<file path="src/rtl/cls_pkg.sv">
// Shared types, widths and constants for the channel level smoother.
package cls_pkg;

    localparam int CHAN_W     = 3;
    localparam int SAMPLE_W   = 12;
    localparam int SPEED_W    = 2;
    localparam int COEF_W     = 16;
    localparam int TARGET_W   = 24;
    localparam int LEVEL_W    = 25;
    localparam int MUL_A_W    = 25;
    localparam int MUL_B_W    = 17;
    localparam int ACC_W      = MUL_A_W + MUL_B_W;
    localparam int CFG_IDX_W  = 2;
    localparam int CFG_DATA_W = 16;

    localparam logic [SAMPLE_W-1:0] DEAD_BAND      = 12'd20;
    localparam logic [TARGET_W-1:0] ZERO_THRESHOLD = 24'd117440;
    localparam logic [LEVEL_W-1:0]  LEVEL_ONE      = 25'h1000000;
    localparam logic [MUL_B_W-1:0]  COEF_ONE       = 17'h10000;
    localparam logic [ACC_W-1:0]    ROUND_HALF     = 42'd32768;

    localparam logic [CHAN_W-1:0]  CHAN_FIRST      = 3'd0;
    localparam logic [CHAN_W-1:0]  CHAN_LAST_FIXED = 3'd5;
    localparam logic [SPEED_W-1:0] SPEED_FAST      = 2'd0;
    localparam logic [SPEED_W-1:0] SPEED_SLOW      = 2'd1;

    localparam logic [CFG_IDX_W-1:0] REG_ATTACK = 2'd0;
    localparam logic [CFG_IDX_W-1:0] REG_DECAY  = 2'd1;

    typedef struct packed {
        logic [CHAN_W-1:0]   channel;
        logic [SAMPLE_W-1:0] level_cv;
        logic [SAMPLE_W-1:0] slider;
        logic                edit_scales_mode;
        logic [SPEED_W-1:0]  env_speed;
    } cls_sample_t;

    typedef struct packed {
        logic [CHAN_W-1:0]  out_channel;
        logic [LEVEL_W-1:0] level;
    } cls_result_t;

    // Controller to datapath commands, one step per cycle unless a stalled result holds write back.
    typedef struct packed {
        logic load;
        logic tgt;
        logic mul_old;
        logic mul_tgt;
        logic wb;
    } cls_cmd_t;

    typedef struct packed {
        logic out_full;
    } cls_status_t;

endpackage

</file>
<file path="src/rtl/cls_ctrl.sv">
// Sequencing state machine for the channel level smoother.
module cls_ctrl
    import cls_pkg::*;
(
    input  logic        clk,
    input  logic        rst_n,
    input  logic        sample_valid,
    output logic        sample_stall,
    input  logic        result_stall,
    input  cls_status_t status,
    output cls_cmd_t    cmd
);

    typedef enum logic [4:0] {
        ST_IDLE = 5'b00001,
        ST_TGT  = 5'b00010,
        ST_MA   = 5'b00100,
        ST_MB   = 5'b01000,
        ST_WB   = 5'b10000
    } state_t;

    state_t state_reg;
    state_t state_next;
    logic   wb_go;
    logic   accept_ok;
    logic   load;

    // Write back only when the output register is free or being drained.
    assign wb_go     = (state_reg == ST_WB) && !(status.out_full && result_stall);
    assign accept_ok = (state_reg == ST_IDLE) || wb_go;
    assign load      = sample_valid && accept_ok;

    assign sample_stall = !accept_ok;

    always_comb
    begin
        cmd         = '0;
        cmd.load    = load;
        cmd.tgt     = (state_reg == ST_TGT);
        cmd.mul_old = (state_reg == ST_MA);
        cmd.mul_tgt = (state_reg == ST_MB);
        cmd.wb      = wb_go;
    end

    always_comb
    begin
        state_next = state_reg;
        case (state_reg)
            ST_IDLE: state_next = load ? ST_TGT : ST_IDLE;
            ST_TGT:  state_next = ST_MA;
            ST_MA:   state_next = ST_MB;
            ST_MB:   state_next = ST_WB;
            ST_WB:
            begin
                if (wb_go)
                begin
                    state_next = load ? ST_TGT : ST_IDLE;
                end
            end
            default: state_next = ST_IDLE;
        endcase
    end

    always_ff @(posedge clk or negedge rst_n)
    begin
        if (!rst_n)
        begin
            state_reg <= ST_IDLE;
        end
        else
        begin
            state_reg <= state_next;
        end
    end

    a_load_starts: assert property (@(posedge clk) disable iff (!rst_n)
        (sample_valid && !sample_stall) |=> (state_reg == ST_TGT))
        else $error("accepted beat did not start the target step");

    a_wb_no_overwrite: assert property (@(posedge clk) disable iff (!rst_n)
        cmd.wb |-> !(status.out_full && result_stall))
        else $error("write back over a stalled result");

    a_mul_order: assert property (@(posedge clk) disable iff (!rst_n)
        cmd.mul_old |=> cmd.mul_tgt)
        else $error("second product did not follow the first");

endmodule

</file>
<file path="src/rtl/cls_datapath.sv">
// Datapath: coefficient registers, level store, shared multiplier, output register.
module cls_datapath
    import cls_pkg::*;
#(
    parameter int NUM_CHANS = 6
)
(
    input  logic                  clk,
    input  logic                  rst_n,
    input  cls_cmd_t              cmd,
    output cls_status_t           status,
    input  cls_sample_t           sample,
    input  logic                  result_stall,
    output logic                  result_valid,
    output cls_result_t           result,
    input  logic                  cfg_we,
    input  logic [CFG_IDX_W-1:0]  cfg_index,
    input  logic [CFG_DATA_W-1:0] cfg_data
);

    localparam int IDX_W = (NUM_CHANS > 1) ? $clog2(NUM_CHANS) : 1;

    logic [COEF_W-1:0]   attack_reg;
    logic [COEF_W-1:0]   decay_reg;
    logic [LEVEL_W-1:0]  levels_reg [NUM_CHANS];

    logic [CHAN_W-1:0]   ch_reg;
    logic [SAMPLE_W-1:0] cv_reg;
    logic [SAMPLE_W-1:0] s_reg;
    logic                edit_reg;
    logic [SPEED_W-1:0]  speed_reg;
    logic [TARGET_W-1:0] target_reg;
    logic [LEVEL_W-1:0]  old_reg;
    logic [COEF_W-1:0]   coef_reg;
    logic [ACC_W-1:0]    acc_reg;
    logic                out_valid_reg;
    cls_result_t         out_reg;

    logic [SAMPLE_W-1:0] s_next;
    logic [TARGET_W-1:0] target_next;
    logic [COEF_W-1:0]   coef_next;
    logic [ACC_W-1:0]    acc_next;
    logic                out_valid_next;
    logic [LEVEL_W-1:0]  level_next;
    logic [MUL_A_W-1:0]  mul_a;
    logic [MUL_B_W-1:0]  mul_b;
    logic [ACC_W-1:0]    prod;
    logic                in_range;
    logic [IDX_W-1:0]    idx;
    logic [LEVEL_W-1:0]  fixed_level;

    assign in_range = (int'(ch_reg) < NUM_CHANS);
    assign idx      = IDX_W'(ch_reg);

    // Dead band on the slider.
    assign s_next = (sample.slider < DEAD_BAND) ? '0 : (sample.slider - DEAD_BAND);

    // One multiplier shared by the target, old*c and target*(1-c) products.
    always_comb
    begin
        mul_a = '0;
        mul_b = '0;
        if (cmd.tgt)
        begin
            mul_a = MUL_A_W'(cv_reg);
            mul_b = MUL_B_W'(s_reg);
        end
        else if (cmd.mul_old)
        begin
            mul_a = old_reg;
            mul_b = MUL_B_W'(coef_next);
        end
        else if (cmd.mul_tgt)
        begin
            mul_a = MUL_A_W'(target_reg);
            mul_b = COEF_ONE - MUL_B_W'(coef_reg);
        end
    end

    assign prod = ACC_W'(mul_a) * ACC_W'(mul_b);

    assign target_next = (prod[TARGET_W-1:0] <= ZERO_THRESHOLD) ? '0 : prod[TARGET_W-1:0];
    assign coef_next   = (old_reg < LEVEL_W'(target_reg)) ? attack_reg : decay_reg;
    assign acc_next    = cmd.mul_tgt ? (acc_reg + prod + ROUND_HALF) : prod;

    always_comb
    begin
        fixed_level = '0;
        if (ch_reg == CHAN_FIRST)
        begin
            fixed_level = (speed_reg != SPEED_SLOW) ? LEVEL_ONE : '0;
        end
        else if (ch_reg == CHAN_LAST_FIXED)
        begin
            fixed_level = (speed_reg != SPEED_FAST) ? LEVEL_ONE : '0;
        end
    end

    always_comb
    begin
        level_next = '0;
        if (in_range)
        begin
            level_next = edit_reg ? fixed_level : acc_reg[LEVEL_W+15:16];
        end
    end

    assign out_valid_next = cmd.wb || (out_valid_reg && result_stall);

    always_ff @(posedge clk or negedge rst_n)
    begin
        if (!rst_n)
        begin
            attack_reg    <= '0;
            decay_reg     <= '0;
            out_valid_reg <= 1'b0;
            for (int i = 0; i < NUM_CHANS; i++)
            begin
                levels_reg[i] <= '0;
            end
        end
        else
        begin
            out_valid_reg <= out_valid_next;
            if (cfg_we && (cfg_index == REG_ATTACK))
            begin
                attack_reg <= cfg_data;
            end
            if (cfg_we && (cfg_index == REG_DECAY))
            begin
                decay_reg <= cfg_data;
            end
            if (cmd.wb && in_range)
            begin
                levels_reg[idx] <= level_next;
            end
        end
    end

    always_ff @(posedge clk)
    begin
        if (cmd.load)
        begin
            ch_reg    <= sample.channel;
            cv_reg    <= sample.level_cv;
            s_reg     <= s_next;
            edit_reg  <= sample.edit_scales_mode;
            speed_reg <= sample.env_speed;
        end
        if (cmd.tgt)
        begin
            target_reg <= target_next;
            old_reg    <= in_range ? levels_reg[idx] : '0;
        end
        if (cmd.mul_old)
        begin
            coef_reg <= coef_next;
        end
        if (cmd.mul_old || cmd.mul_tgt)
        begin
            acc_reg <= acc_next;
        end
        if (cmd.wb)
        begin
            out_reg.out_channel <= ch_reg;
            out_reg.level       <= level_next;
        end
    end

    assign status.out_full = out_valid_reg;
    assign result_valid    = out_valid_reg;
    assign result          = out_reg;

    a_wb_fills_out: assert property (@(posedge clk) disable iff (!rst_n)
        cmd.wb |=> result_valid)
        else $error("write back did not present a result");

    a_level_bound: assert property (@(posedge clk) disable iff (!rst_n)
        result_valid |-> (result.level <= LEVEL_ONE))
        else $error("level above full scale");

    a_out_of_range_zero: assert property (@(posedge clk) disable iff (!rst_n)
        (cmd.wb && !in_range) |=> (result.level == '0))
        else $error("unknown channel produced a nonzero level");

endmodule

</file>
<file path="src/rtl/channel_level_smoother_core.sv">
// Top level of the channel level smoother: controller plus datapath.
// A result beat is written to the output register in the write-back step, after the
// target product, old*c and target*(1-c) steps; the single shared multiplier serves these
// in turn, so a new sample is taken only once the previous one reaches write-back.
// The next sample is taken in the write-back cycle unless a stalled result holds the output.
// Reset (rst_n low, asynchronous) zeroes all channel levels and both coefficients.
module channel_level_smoother_core
    import cls_pkg::*;
#(
    parameter int NUM_CHANS = 6
)
(
    input  logic                  clk,
    input  logic                  rst_n,
    // sample channel: one channel's CV, slider and mode bits per beat
    input  logic                  sample_valid,
    output logic                  sample_stall,
    input  cls_sample_t           sample,
    // result channel: the channel's new smoothed level per beat
    output logic                  result_valid,
    input  logic                  result_stall,
    output cls_result_t           result,
    // configuration writes: index 0 attack coefficient, index 1 decay coefficient
    input  logic                  cfg_valid,
    output logic                  cfg_ready,
    input  logic [CFG_IDX_W-1:0]  cfg_index,
    input  logic [CFG_DATA_W-1:0] cfg_data
);

    cls_cmd_t    cmd;
    cls_status_t status;

    // Coefficient registers take a write on any cycle.
    assign cfg_ready = 1'b1;

    // Sequence each sample: load, target product, old*c, target*(1-c) with
    // rounding, then write back to the level store and the output register.
    cls_ctrl u_ctrl (
        .clk          (clk),
        .rst_n        (rst_n),
        .sample_valid (sample_valid),
        .sample_stall (sample_stall),
        .result_stall (result_stall),
        .status       (status),
        .cmd          (cmd)
    );

    // Dead band, target threshold, one-pole filter and edit-mode forcing.
    cls_datapath #(
        .NUM_CHANS (NUM_CHANS)
    ) u_datapath (
        .clk          (clk),
        .rst_n        (rst_n),
        .cmd          (cmd),
        .status       (status),
        .sample       (sample),
        .result_stall (result_stall),
        .result_valid (result_valid),
        .result       (result),
        .cfg_we       (cfg_valid && cfg_ready),
        .cfg_index    (cfg_index),
        .cfg_data     (cfg_data)
    );

endmodule
</file>
<file path="config.mk">
export PLATFORM = sky130hd
export DESIGN_NAME = channel_level_smoother_core
export DESIGN_NICKNAME = d
export VERILOG_FILES = /design/src/rtl/cls_pkg.sv /design/src/rtl/cls_ctrl.sv /design/src/rtl/cls_datapath.sv /design/src/rtl/channel_level_smoother_core.sv
export SDC_FILE = /design/constraint.sdc
export NUM_CORES = 2
export LEC_CHECK = 0
export ABC_AREA = 1
export BUFFER_PORTS_ARGS = -buffer_cell sky130_fd_sc_hd__buf_2
export CORE_AREA = 2 2 246 248
export DETAILED_ROUTE_END_ITERATION = 8
export DIE_AREA = 0 0 248 250
export PLACE_DENSITY_LB_ADDON = 0.3
export SLEW_MARGIN = 5
export SYNTH_ARGS = -nofsm -noshare
export SYNTH_HDL_FRONTEND = slang
export SYNTH_SLANG_ARGS = --single-unit
</file>
<file path="constraint.sdc">
create_clock -name clk -period 19.15 [get_ports clk]
set_clock_uncertainty 0.15 [all_clocks]
set_input_delay 1.915 -clock clk [delete_from_list [all_inputs] [get_ports clk]]
set_output_delay 1.915 -clock clk [all_outputs]
set_load 0.1 [all_outputs]
</file>
==> key figures <==
Run status
  – Outcome: complete, no violations

Placed design
  – Placer congestion estimate: about 0.99
  – Placed Area: roughly 0.034 mm²
  – Port-buffer cells: 82
  – Worst slack, placed: 8160 ps
  – Detailed placement HPWL: between 70000 and 80000 µm

Drt
  – Routed Antenna Nets: 0
  – First-pass detailed-route iteration total: 6
  – WL final: around 91000 µm
  – DRC: 0
  – First-iteration detailed-routing DRC count: 2435
  – Via density: around 5.6
  – Vias: around 26000
  – DR WL/cell: ~19 µm

Synth
  – Post-Syn Instances: between 3000 and 4000
  – Commonest cells in the netlist: 978 x nand2_1, 717 x inv_1, 344 x fa_1
  – Mapped Area: ~0.032 mm²
  – Top FF cell, synth: dfrtp_1
  – Post-synth top area share: 0.213
  – Number of enable flip-flop cells after synthesis: between 150 and 200
  – Ranking of synthesized cells by area: fa_1 21%, edfxtp_1 15%, dfrtp_1 14%
  – Mean area per synthesized cell: between 8 and 9 µm²
  – Synthesized Nets: 4522
  – Synth area leader: fa_1
  – Synth unique cells: 60
  – Number of synthesized register bits: 352
  – Seq/Total Area, Yosys: 0.298
  – Synthesis Warnings: 0
  – Top-count cell post-synth: nand2_1
  – Asr flop ratio synth: 0.534

Die
  – Die Span X: ~250 µm
  – Full die area: 0.0620 mm²
  – IO Pins: between 80 and 90
  – Core Region: 0.0596 mm²
  – Initial Util: 0.543
  – Die height: between 200 and 300 µm
  – Row count: 90

Pwr
  – P_leak: about 17 nW
  – Worst vdd ir: around 74 µV
  – PwrDens: 68.7 mW/mm²

Worst setup path
  – CP max stage cell: fa_1
  – Cell mode on critical path: nand2_1
  – Crit end category: register
  – Crit path DAT: roughly 11000 ps
  – Worst setup path class: register to register
  – Crit Path Max Fanout: 18
  – Crit path required time: a little under 20000 ps
  – Worst setup SP type: register
  – R2r worst-path depth: 43
  – Worst path max stage delay: ~590 ps

GRT
  – GRT Overall Usage: 0.305
  – Largest net degree at the start of global routing: 120
  – Vias in the first global route: 26600
  – Total gr overflow: 0
  – Initial antenna violation count: 3
  – First-pass GRT wire length: between 100000 and 150000 µm

Worst hold path
  – Type of the most critical hold path: register to register
  – Hold depth: 2

STA
  – Max Slew Vio Count: 0
  – Worst-Margin Slew: 1160 ps
  – Setup tns final: 0 ps
  – Worst Slack Setup Final: just over 8000 ps
  – Endpoints failing hold: 0
  – Fin crit period: 11040 ps
  – Max Freq: 0.0906 GHz
  – Crit share post-route: 0.576
  – Final setup vio count: 0
  – Slew HR: 0.224
  – Unrepaired setup endpoints after global routing: no

Clock tree
  – H-tree depth: 2
  – CTS tree: built
  – CTS buffer count: 39
  – CTS Root Cell: clkbuf_16
  – CTS sink count: 352
  – Post_cts resized: 0
  – CTS Hold Bufs: 0
  – Post-CTS setup buffers: 0
  – CTS max path bufs: 3
  – Worst skew pair latency: 580 ps
  – Clock transition at path regs: ~60 ps

Final layout
  – Largest register FFs: 150
  – Layout area overhead: 7.89%
  – Fin area: ~0.035 mm²
  – Final net count: 4559
  – Layout cells sized above 1: 0.0712

Flow run
  – Max cap viols: 0
-- power breakdown --
group	switching [mW]	total, mW	internal [mW]
clock network	0.314	0.757	0.443
logic	0.551	0.737	0.186
registers	0.0362	0.903	0.866
-- critical path: cells and delay by family, from the launching register on --
| family | cells | cell delay (ps) |
|---|---|---|
| adders and majority gates | 10 | 4500 |
| and+or+nand+nor | 23 | 3110 |
| AOI/OAI and AO/OA | 4 | 1150 |
| buffers and inverters | 5 | 1140 |
| DFF | 1 | 390 |
| xor gates and xnor gates | 1 | 300 |
-- stage by stage --
stage               hold slack (ps)  power, mW  instances   util
floorplan                       271       1.39       3909      -
global placement                315       1.63       4687  0.564
detailed placement              323       1.63       4687  0.564
CTS                             338       2.39       4759  0.586
global route                    353       2.51       4760  0.586
finish                          336       2.40       4760  0.586
-- kinds of logic (layout without fill, tap and decap cells) --
kind of cell             Yosys count  count (layout)  share of synthesized area
flip-flops                       352             352                      0.298
buffers and inverters            859             927                      0.102
AO/OA/AOI/OAI                    534             534                     0.0946
adder cells (fa/ha/maj)          560             560                      0.296
XOR/XNOR                          33              33                    0.00894
other                              1               2                   0.000116
AND/OR/NAND/NOR                 1570            1570                      0.200
-- placed cells by master (no fill, tap or decap), types with 12 or more instances in the layout --
cell / instances
a21o_1: 12
a21oi_1: 121
a221oi_1: 12
a22oi_1: 35
buf_2: 81
buf_4: 42
clkbuf_16: 40
dfrtp_1: 187
edfxtp_1: 164
fa_1: 344
ha_1: 216
inv_1: 716
nand2_1: 977
nand2_2: 17
nand3_1: 119
nand4_1: 33
nor2_1: 329
nor2_2: 18
nor3_1: 15
o21ai_0: 270
or2_2: 16
xnor2_1: 15
xor2_1: 18
-- final cells by class --
class / instances / area [µm²]
Sequential cell: 352 / 9630
Inverter: 731 / 2740
Clock inverter: 16 / 174
Multi-Input combinational cell: 2698 / 19500
Tap cell: 782 / 978
Antenna cell: 1 / 2.50
Timing Repair Buffer: 124 / 734
Clock buffer: 56 / 1130
Fill cell: 5349 / 24700
-- per-layer routing --
layer / GRT usage / vias up / routed length (µm)
met5: 0 / - / 0
met2: 0.490 / 1031 / 42600
met3: 0.0390 / 190 / 6590
li1: - / 12300 / -
met4: 0.110 / 0 / 3480
met1: 0.424 / 12900 / 38300
-- worst paths after layout --
kind,slack [ps],to,start
max reg2reg,8110,u_datapath.acc_reg[39]$_DFFE_PP_,u_datapath.old_reg[20]$_SDFFCE_PP0P_
max,8110,u_datapath.acc_reg[39]$_DFFE_PP_,u_datapath.old_reg[20]$_SDFFCE_PP0P_
max in group asynchronous,16070,u_datapath.levels_reg[62]$_DFFE_PN0P_,rst_n
min in group asynchronous,1290,u_datapath.levels_reg[32]$_DFFE_PN0P_,rst_n
min,340,u_datapath.levels_reg[126]$_DFFE_PN0P_,u_datapath.levels_reg[126]$_DFFE_PN0P_
min reg2reg,340,u_datapath.levels_reg[126]$_DFFE_PN0P_,u_datapath.levels_reg[126]$_DFFE_PN0P_
Note: power is estimated with default switching activity, not from simulation.
